[config.mk]
export PLATFORM = sky130hd
export DESIGN_NAME = two_gate_speed_trap_core
export DESIGN_NICKNAME = d
export VERILOG_FILES = /design/src/hdl/tgst_pkg.sv /design/src/hdl/two_gate_speed_trap_core.sv
export SDC_FILE = /design/constraint.sdc
export NUM_CORES = 1
export LEC_CHECK = 0
export CORE_UTILIZATION = 60
export DETAILED_ROUTE_END_ITERATION = 7
export DONT_BUFFER_PORTS = 1
export PLACE_DENSITY = 0.76
export SKIP_LAST_GASP = 1
export SLEW_MARGIN = 5
export SYNTH_ARGS = -nofsm -noshare
export SYNTH_HDL_FRONTEND = slang
export SYNTH_SLANG_ARGS = --single-unit
[constraint.sdc]
create_clock -name clk -period 6.9 [get_ports clk]
set_input_delay 0 -clock clk [delete_from_list [all_inputs] [get_ports clk]]
set_output_delay 0 -clock clk [all_outputs]
set_load 0.02 [all_outputs]
[src/hdl/tgst_pkg.sv]
// shared constants, register indexes and state type for the two gate speed trap
`default_nettype none

package tgst_pkg;

    // field widths
    localparam int unsigned DIST_W  = 16;
    localparam int unsigned TIME_W  = 32;
    localparam int unsigned SPEED_W = 14;
    localparam int unsigned CFG_W   = 16;
    localparam int unsigned IDX_W   = 2;

    // divider sizing: dividend is spacing * 360000, divisor is dt <= 2000000
    localparam int unsigned NUM_W   = 35;
    localparam int unsigned DVS_W   = 21;
    localparam int unsigned CNT_W   = 6;

    // timing and scaling constants
    localparam logic [TIME_W-1:0]  TIMEOUT_US  = TIME_W'(2000000);
    localparam logic [TIME_W-1:0]  MIN_DT_US   = TIME_W'(50000);
    localparam logic [18:0]        CENTI_SCALE = 19'd360000;
    localparam logic [NUM_W-1:0]   MAX_CENTI   = NUM_W'(12000);
    localparam logic [NUM_W-1:0]   MIN_CENTI   = NUM_W'(200);

    // register reset values
    localparam logic [CFG_W-1:0] SPACING_RESET = CFG_W'(100);
    localparam logic [CFG_W-1:0] THRESH_RESET  = CFG_W'(30);

    // register indexes
    localparam logic [IDX_W-1:0] REG_SPACING = IDX_W'(0);
    localparam logic [IDX_W-1:0] REG_THRESH  = IDX_W'(1);

    typedef enum logic [1:0] {
        ST_IDLE,
        ST_DIV,
        ST_CHECK
    } state_t;

endpackage

`default_nettype wire

[src/hdl/two_gate_speed_trap_core.sv]
// top level of the two gate speed trap: arming, timeout and bit-serial speed divide
//
//  channel  | handshake                | payload
//  ---------+--------------------------+-----------------------------------------------
//  sample   | sample_valid/sample_stall| first_distance, second_distance, now_us
//  speed    | speed_valid/speed_stall  | speed_centi_kmh
//  cfg      | cfg_valid/cfg_ready      | cfg_index, cfg_data
//
// a sample that arms, disarms or is ignored leaves the core idle; a closing sample
// with dt in range runs a restoring divide of one quotient bit per cycle over the
// 35-bit dividend, then a check state, before the next sample is taken.
// an in-band result waits in check while a previous result is held and stalled.
// rst_n clears the arming state, the registers to their defaults and the output.
`default_nettype none

module two_gate_speed_trap_core (
    input  wire logic                          clk,
    input  wire logic                          rst_n,
    // sample channel
    input  wire logic                          sample_valid,
    output logic                               sample_stall,
    input  wire logic [tgst_pkg::DIST_W-1:0]   first_distance,
    input  wire logic [tgst_pkg::DIST_W-1:0]   second_distance,
    input  wire logic [tgst_pkg::TIME_W-1:0]   now_us,
    // speed channel
    output logic                               speed_valid,
    input  wire logic                          speed_stall,
    output logic [tgst_pkg::SPEED_W-1:0]       speed_centi_kmh,
    // configuration channel
    input  wire logic                          cfg_valid,
    output logic                               cfg_ready,
    input  wire logic [tgst_pkg::IDX_W-1:0]    cfg_index,
    input  wire logic [tgst_pkg::CFG_W-1:0]    cfg_data
);

    tgst_pkg::state_t                  state_reg, state_next;
    logic                              armed_reg;
    logic [tgst_pkg::TIME_W-1:0]       start_reg;
    logic [tgst_pkg::CFG_W-1:0]        spacing_reg;
    logic [tgst_pkg::CFG_W-1:0]        thresh_reg;
    logic [tgst_pkg::NUM_W-1:0]        num_reg;
    logic [tgst_pkg::DVS_W-1:0]        dvs_reg;
    logic [tgst_pkg::DVS_W-1:0]        rem_reg;
    logic [tgst_pkg::CNT_W-1:0]        cnt_reg;
    logic                              out_valid_reg;
    logic [tgst_pkg::SPEED_W-1:0]      out_speed_reg;

    logic                              accept;
    logic [tgst_pkg::TIME_W-1:0]       dt;
    logic                              d1_ok, d2_ok;
    logic                              timed_out, closing, start_div;
    logic [tgst_pkg::DVS_W:0]          trial;
    logic                              qbit;
    logic [tgst_pkg::DVS_W-1:0]        rem_next;
    logic                              div_last;
    logic                              in_band;
    logic                              out_free;
    logic                              load_out;

    // configuration is always taken
    assign cfg_ready = 1'b1;

    // sample decode
    assign accept    = sample_valid && !sample_stall;
    assign dt        = now_us - start_reg;
    assign d1_ok     = (first_distance != '0) && (first_distance < thresh_reg);
    assign d2_ok     = (second_distance != '0) && (second_distance < thresh_reg);
    assign timed_out = armed_reg && (dt > tgst_pkg::TIMEOUT_US);
    assign closing   = armed_reg && !timed_out && d2_ok;
    assign start_div = accept && closing && (dt >= tgst_pkg::MIN_DT_US);

    // one restoring divide step
    assign trial    = {rem_reg, num_reg[tgst_pkg::NUM_W-1]};
    assign qbit     = trial >= {1'b0, dvs_reg};
    assign rem_next = qbit ? tgst_pkg::DVS_W'(trial - {1'b0, dvs_reg})
                           : trial[tgst_pkg::DVS_W-1:0];
    assign div_last = cnt_reg == tgst_pkg::CNT_W'(tgst_pkg::NUM_W - 1);

    // speed band check on quotient and remainder
    assign in_band = (num_reg >= tgst_pkg::MIN_CENTI) &&
                     ((num_reg < tgst_pkg::MAX_CENTI) ||
                      ((num_reg == tgst_pkg::MAX_CENTI) && (rem_reg == '0)));
    assign out_free = !out_valid_reg || !speed_stall;

    // next state
    always_comb
    begin
        state_next = state_reg;
        unique case (state_reg)
            tgst_pkg::ST_IDLE:
            begin
                if (start_div)
                    state_next = tgst_pkg::ST_DIV;
            end
            tgst_pkg::ST_DIV:
            begin
                if (div_last)
                    state_next = tgst_pkg::ST_CHECK;
            end
            tgst_pkg::ST_CHECK:
            begin
                if (!in_band || out_free)
                    state_next = tgst_pkg::ST_IDLE;
            end
            default:
            begin
                state_next = tgst_pkg::ST_IDLE;
            end
        endcase
    end

    // state outputs
    always_comb
    begin
        sample_stall = 1'b1;
        load_out     = 1'b0;
        unique case (state_reg)
            tgst_pkg::ST_IDLE:
            begin
                sample_stall = 1'b0;
            end
            tgst_pkg::ST_DIV:
            begin
                sample_stall = 1'b1;
            end
            tgst_pkg::ST_CHECK:
            begin
                load_out = in_band && out_free;
            end
            default:
            begin
                sample_stall = 1'b1;
            end
        endcase
    end

    // control state
    always_ff @(posedge clk or negedge rst_n)
    begin
        if (!rst_n)
        begin
            state_reg   <= tgst_pkg::ST_IDLE;
            armed_reg   <= 1'b0;
            start_reg   <= '0;
            spacing_reg <= tgst_pkg::SPACING_RESET;
            thresh_reg  <= tgst_pkg::THRESH_RESET;
            out_valid_reg <= 1'b0;
        end
        else
        begin
            state_reg <= state_next;

            // register writes
            if (cfg_valid)
            begin
                unique case (cfg_index)
                    tgst_pkg::REG_SPACING: spacing_reg <= cfg_data;
                    tgst_pkg::REG_THRESH:  thresh_reg  <= cfg_data;
                    default: ;
                endcase
            end

            // arming and disarming
            if (accept)
            begin
                if (!armed_reg)
                begin
                    if (d1_ok)
                    begin
                        armed_reg <= 1'b1;
                        start_reg <= now_us;
                    end
                end
                else if (timed_out || d2_ok)
                begin
                    armed_reg <= 1'b0;
                end
            end

            // output beat
            if (load_out)
                out_valid_reg <= 1'b1;
            else if (!speed_stall)
                out_valid_reg <= 1'b0;
        end
    end

    // divider datapath
    always_ff @(posedge clk)
    begin
        if (start_div)
        begin
            num_reg <= tgst_pkg::NUM_W'(spacing_reg) * tgst_pkg::NUM_W'(tgst_pkg::CENTI_SCALE);
            dvs_reg <= dt[tgst_pkg::DVS_W-1:0];
            rem_reg <= '0;
            cnt_reg <= '0;
        end
        else if (state_reg == tgst_pkg::ST_DIV)
        begin
            num_reg <= {num_reg[tgst_pkg::NUM_W-2:0], qbit};
            rem_reg <= rem_next;
            cnt_reg <= cnt_reg + tgst_pkg::CNT_W'(1);
        end
        if (load_out)
            out_speed_reg <= num_reg[tgst_pkg::SPEED_W-1:0];
    end

    assign speed_valid     = out_valid_reg;
    assign speed_centi_kmh = out_speed_reg;

endmodule

`default_nettype wire
==> flow_summary.yaml, run 1 <==
timing:
  timing.final.crit_share_pct: 84.92
  hold_viol: 0
  rsz0062_at_grt: "no"
  fmax_mhz: 170.7
  tightest_slew_ns: 1.174
  finalCriticalPeriod_ns: 5.860
  maxSlewHeadroom_pct: 21.73
  final.setup.tns_ns: 0
  final-max-slew-violation-count: 0
  finalSetupViolations: 0
  clock_skew_ns: 0.01835
cts:
  h-tree-depth: 4
  cts_buffers: 17
  clock_sinks: 165
  clockBufferDepth: 2
  cts_tree: "done"
  path_clk_slew_ns: 0.07
  clock_latency_ns: 0.44
  clockRootBuffer: "clkbuf_16"
drt:
  vias: 10940
  viasPerCell: 5.821
  drt-total-wl_um: 32480
  dr.pass1.iters: 6
  postRouteAntennaNets: 0
  drcViolationCount: 0
  drt_iter0_drc: 630
  wire_per_inst_um: 17.27
placement:
  gp_congestion: 0.9015
  dpl-instance-area_um2: 14940
  dp.final_hpwl_um: 24830
  port_buffers: 0
final_layout:
  nNetsFinal: 1915
  final_common_cell: "inv_1"
  post-route-util_pct: 68.18
  drive_above_1_share_pct: 8.008
  largest_reg_flops: 35
  syn_to_final_growth_pct: 10.62
  fillers: 1878
  final_cell_mix: "282 x inv_1, 185 x ha_1, 95 x fa_1"
  antenna_cells: 0
  final_cell_area_um2: 16150
critical_path:
  regToRegSetupSlack_ns: 1.04
  crit_type: "register to register"
  worstPathMaxFanout: 9
  start_kind: "register"
  cp-end-kind: "register"
  crit_arrival_ns: 6.05
  required_ns: 7.09
yosys:
  ys_top_cells_by_area: "ha_1 16%, edfxtp_1 13%, fa_1 13%"
  synth_seq_cells: 165
  yosysTopAreaCell: "ha_1"
  synthFlopType: "edfxtp_1"
  synth_edf_count: 64
  synth_top_cell_area_share_pct: 15.86
  postSynthCellCount: 1495
  avgSynthCellArea_um2: 9.764
  synthArstFlopShare_pct: 41.21
  synth_nets: 1862
  ys_seq_area_share_pct: 29.41
  syn_area_um2: 14600
  synthDistinctLibCells: 64
  yosysWarningCount: 0
die:
  die_h_um: 158.0
  ios: 104
  coreArea_um2: 23680
  initial_core_util_pct: 61.63
  die_x_um: 158.0
  row_count: 56
  die_area_um2: 24950
flow_run:
  maxCapViolCount: 0
grt:
  grt_max_degree: 69
  grt_pass1_vias: 10990
  grt_util_all_layers_pct: 27.58
  grt_antenna_before_repair: 0
  grt_first_pass_wirelength_um: 53810
  overflow: 0
worst_hold_path:
  hold_path.class: "primary input to register"
outcome:
  status: "finished clean"
## per-layer routing
layer	up-vias	track usage (%)	routed length (µm)
met5	-	0	0
met4	0	8.974	758
met3	54	5.913	1842
met2	328	45.04	15260
met1	5269	36.49	14620
li1	5293	-	-
## Yosys cell counts (29+ instances only)
cell type,instances
a21o_1,31
a21oi_1,76
a22o_1,29
dfrtp_1,61
dfxtp_1,33
edfxtp_1,64
fa_1,95
ha_1,185
inv_1,282
mux2_2,59
nand2_1,92
nor2_1,48
o21ai_0,44
xnor2_1,41
## area by class of cell
type	count	area [µm²]	area share [%]
multi-input cells	1018	9144	56.63
flip-flops and latches	165	4293	26.59
inverters	282	1059	6.556
repair buffers	64	643.1	3.983
clock buffers	17	425.4	2.635
well taps	319	399.1	2.472
clock inverters	15	183.9	1.139
## final timing paths
check | from | cells after the start | end
max in group asynchronous | rst_n | 2 | spacing_reg[2]$_DFFE_PN1P_
min reg2reg | cnt_reg[1]$_SDFFE_PN0P_ | 2 | cnt_reg[1]$_SDFFE_PN0P_
max reg2reg | spacing_reg[2]$_DFFE_PN1P_ | 21 | num_reg[34]$_DFFE_PP_
max | spacing_reg[2]$_DFFE_PN1P_ | 21 | num_reg[34]$_DFFE_PP_
min in group asynchronous | rst_n | 2 | start_reg[21]$_DFFE_PN0P_
min | now_us[12] | 2 | dvs_reg[12]$_DFFE_PN_
## logic make-up after synthesis
group           share of synthesized area, %
flops                                  29.41
other cells                          0.02569
xor+xnor                               3.960
fa+ha+maj                              28.89
simple gates                           9.780
compound gates                         13.93
buf+inv                                8.152
mux                                    5.855
## worst max-delay path, cell delays in order (launching register included)
cell,delay (ns)
dfstp_2,0.67
inv_1,0.12
fa_1,0.51
inv_1,0.04
ha_1,0.20
fa_1,0.54
inv_1,0.05
fa_1,0.46
fa_1,0.55
inv_1,0.04
ha_1,0.35
nor2b_1,0.16
o21ai_0,0.15
nand2b_1,0.10
a21oi_1,0.30
o211a_1,0.25
nor3_1,0.07
or3_1,0.40
a41o_1,0.22
a21oi_1,0.17
xnor2_1,0.08
a22o_1,0.19
## through the flow
step,hold WS (ns),worst slack [ns],cells
after global placement,-0.2934,1.153,1790
after CTS,0.003955,1.039,1880
after detailed placement,-0.2938,1.044,1790
after global routing,0.01406,0.6146,1880
after floorplan,-0.2956,1.407,1495
final,0.01993,1.040,1880
## timing repair
item,4_1_cts,5_1_grt
buffers inserted,0,0
hold endpoints to repair,138,0
resized for setup,0,0
endpoints found under the setup margin,0,0
hold buffers,58,0
Power of run 1 is left out: the tool's default activity adds up to more than one toggle a clock period on the data nets, which glitch-free logic cannot reach.
==> run 2: changes to the inputs <==
- PLACE_DENSITY: 0.76 -> 0.79
- clock period: 6.9 -> 4.9 ns (I/O delays scaled with it)
==> flow_summary.yaml, run 2 (same netlist as run 1, synthesis figures left out) <==
grt:
  grt_antenna_before_repair: 2
  use_met2_pct: 50.98
  grt_pass1_vias: 12060
  use_met1_pct: 37.71
  grt_first_pass_wirelength_um: 58100
  grt_util_all_layers_pct: 29.59
  grt-busiest-layer: "met2"
  overflow: 0
  gr-usage-met3_pct: 4.517
  grt_max_degree: 69
drt:
  drt_iter0_drc: 871
  dr.pass1.iters: 5
  postRouteAntennaNets: 0
  drt-total-wl_um: 35540
  drcViolationCount: 0
  wire_per_inst_um: 17.91
  viasPerCell: 5.871
  vias: 11650
placement:
  dp.final_hpwl_um: 25710
  dp.cells: 1864
  place_ws_ns: -0.4598
  port_buffers: 0
  gp_congestion: 0.8915
final_layout:
  nNetsFinal: 2017
  fin_cells: 1985
  post-route-util_pct: 73.19
  largest_reg_flops: 35
  syn_to_final_growth_pct: 18.75
  final_cell_mix: "266 x inv_1, 172 x ha_1, 91 x fa_1, 91 x buf_4, 88 x nand2_1"
  drive_above_1_share_pct: 17.62
  final_common_cell: "inv_1"
  fillers: 1628
critical_path:
  critPathTopFamily: "adder cells"
  cp.buffers_inverters: 5
  cp-end-kind: "register"
  crit_arrival_ns: 5.56
  r2r_start: "spacing_reg[7]$_DFFE_PN0P_"
  cpPeakStageDelay_ns: 0.54
  cp-startpoint: "spacing_reg[7]$_DFFE_PN0P_"
  start_kind: "register"
  worstPathMaxFanout: 6
  required_ns: 5.09
  cp_slowest_cell: "fa_1"
  crit_type: "register to register"
  crit_chain: "buf_4 -> ha_1 -> inv_1 -> fa_1 -> inv_1 -> fa_1 -> fa_1 -> inv_1 -> fa_1 -> inv_1 -> ha_4 -> nand2_2 -> nor2_2 -> a21oi_2 -> o31ai_4 -> nor4b_4 -> o31ai_2 -> a21o_1 -> a21o_1 -> a21oi_2 -> xnor2_1 -> a22o_1"
flow_run:
  maxCapViolCount: 0
cts:
  path_clk_slew_ns: 0.08
  cts_buffers: 17
  clock_latency_ns: 0.44
  h-tree-depth: 4
  clock_sinks: 165
  clockBufferDepth: 2
  cts_tree: "done"
  clockRootBuffer: "clkbuf_16"
timing:
  fmax_mhz: 186.2
  setup_ws_ns: -0.4702
  final-max-slew-violation-count: 0
  hold_viol: 0
  timing.final.crit_share_pct: 109.6
  tightest_slew_ns: 1.167
  maxSlewHeadroom_pct: 21.93
  clock_skew_ns: 0.01845
  finalSetupViolations: 12
  finalCriticalPeriod_ns: 5.370
  rsz0062_at_grt: "yes"
worst_hold_path:
  hold_path.class: "primary input to register"
  holdCritStartpoint: "now_us[12]"
die:
  initial_core_util_pct: 61.63
  ios: 104
  die_h_um: 158.0
  row_count: 56
  die_x_um: 158.0
  die_area_um2: 24950
  coreArea_um2: 23680
outcome:
  violations: "negative setup slack"
  status: "finished with violations"
## run 2: cell count changes in the layout (fill, tap and decap cells not counted), sizes merged
| cell | delta |
|---|---|
| buf | +98 |
| diode | +3 |
| dlygate4sd3 | +4 |
| bufinv | -1 |
| clkinvlp | +1 |
## run 2: metrics by stage
step	cell area, µm²	hold slack (ns)	setup TNS, ns
global placement	15720	-0.2935	-1.714
finish	17330	0.03209	-3.629
global route	17330	0.04965	-5.624
CTS	17220	0.01965	-2.744
floorplan	14790	-0.2956	-0.6514
detailed placement	15720	-0.2938	-2.674
## run 2: worst paths after layout
check / end / cells after the start / slack, ns
worst max-delay path: num_reg[33]$_DFFE_PP_ / 22 / -0.47
worst min-delay path: dvs_reg[12]$_DFFE_PN_ / 2 / 0.03
worst max register to register: num_reg[33]$_DFFE_PP_ / 22 / -0.47
worst min register to register: num_reg[0]$_SDFFE_PN0P_ / 2 / 0.50
max in group asynchronous: thresh_reg[4]$_DFFE_PN1P_ / 2 / 4.46
min in group asynchronous: start_reg[22]$_DFFE_PN0P_ / 2 / 0.09
## run 2: repair_timing
action,in CTS,in global routing
hold endpoints to repair,137,0
hold buffers,62,0
pin swaps,55,41
setup buffers,18,8
resized for setup,33,20
endpoints found under the setup margin,12,15
## run 2: metal layers
metal	up-vias	wire length (µm)
met5	-	0
met1	5681	15250
li1	5499	-
met2	388	17530
met4	0	1058
met3	85	1705
## run 2: area by class of cell
cell class	count	area (µm²)	share of cell area, %
Multi-Input combinational cell	1018	9482	54.70
Antenna cell	3	7.507	0.04331
Sequential cell	165	4305	24.84
Tap cell	319	399.1	2.303
Timing Repair Buffer	166	1494	8.619
Clock inverter	15	161.4	0.9312
Clock buffer	17	425.4	2.454
Inverter	282	1059	6.107
Power of run 2 is left out for the same reason.
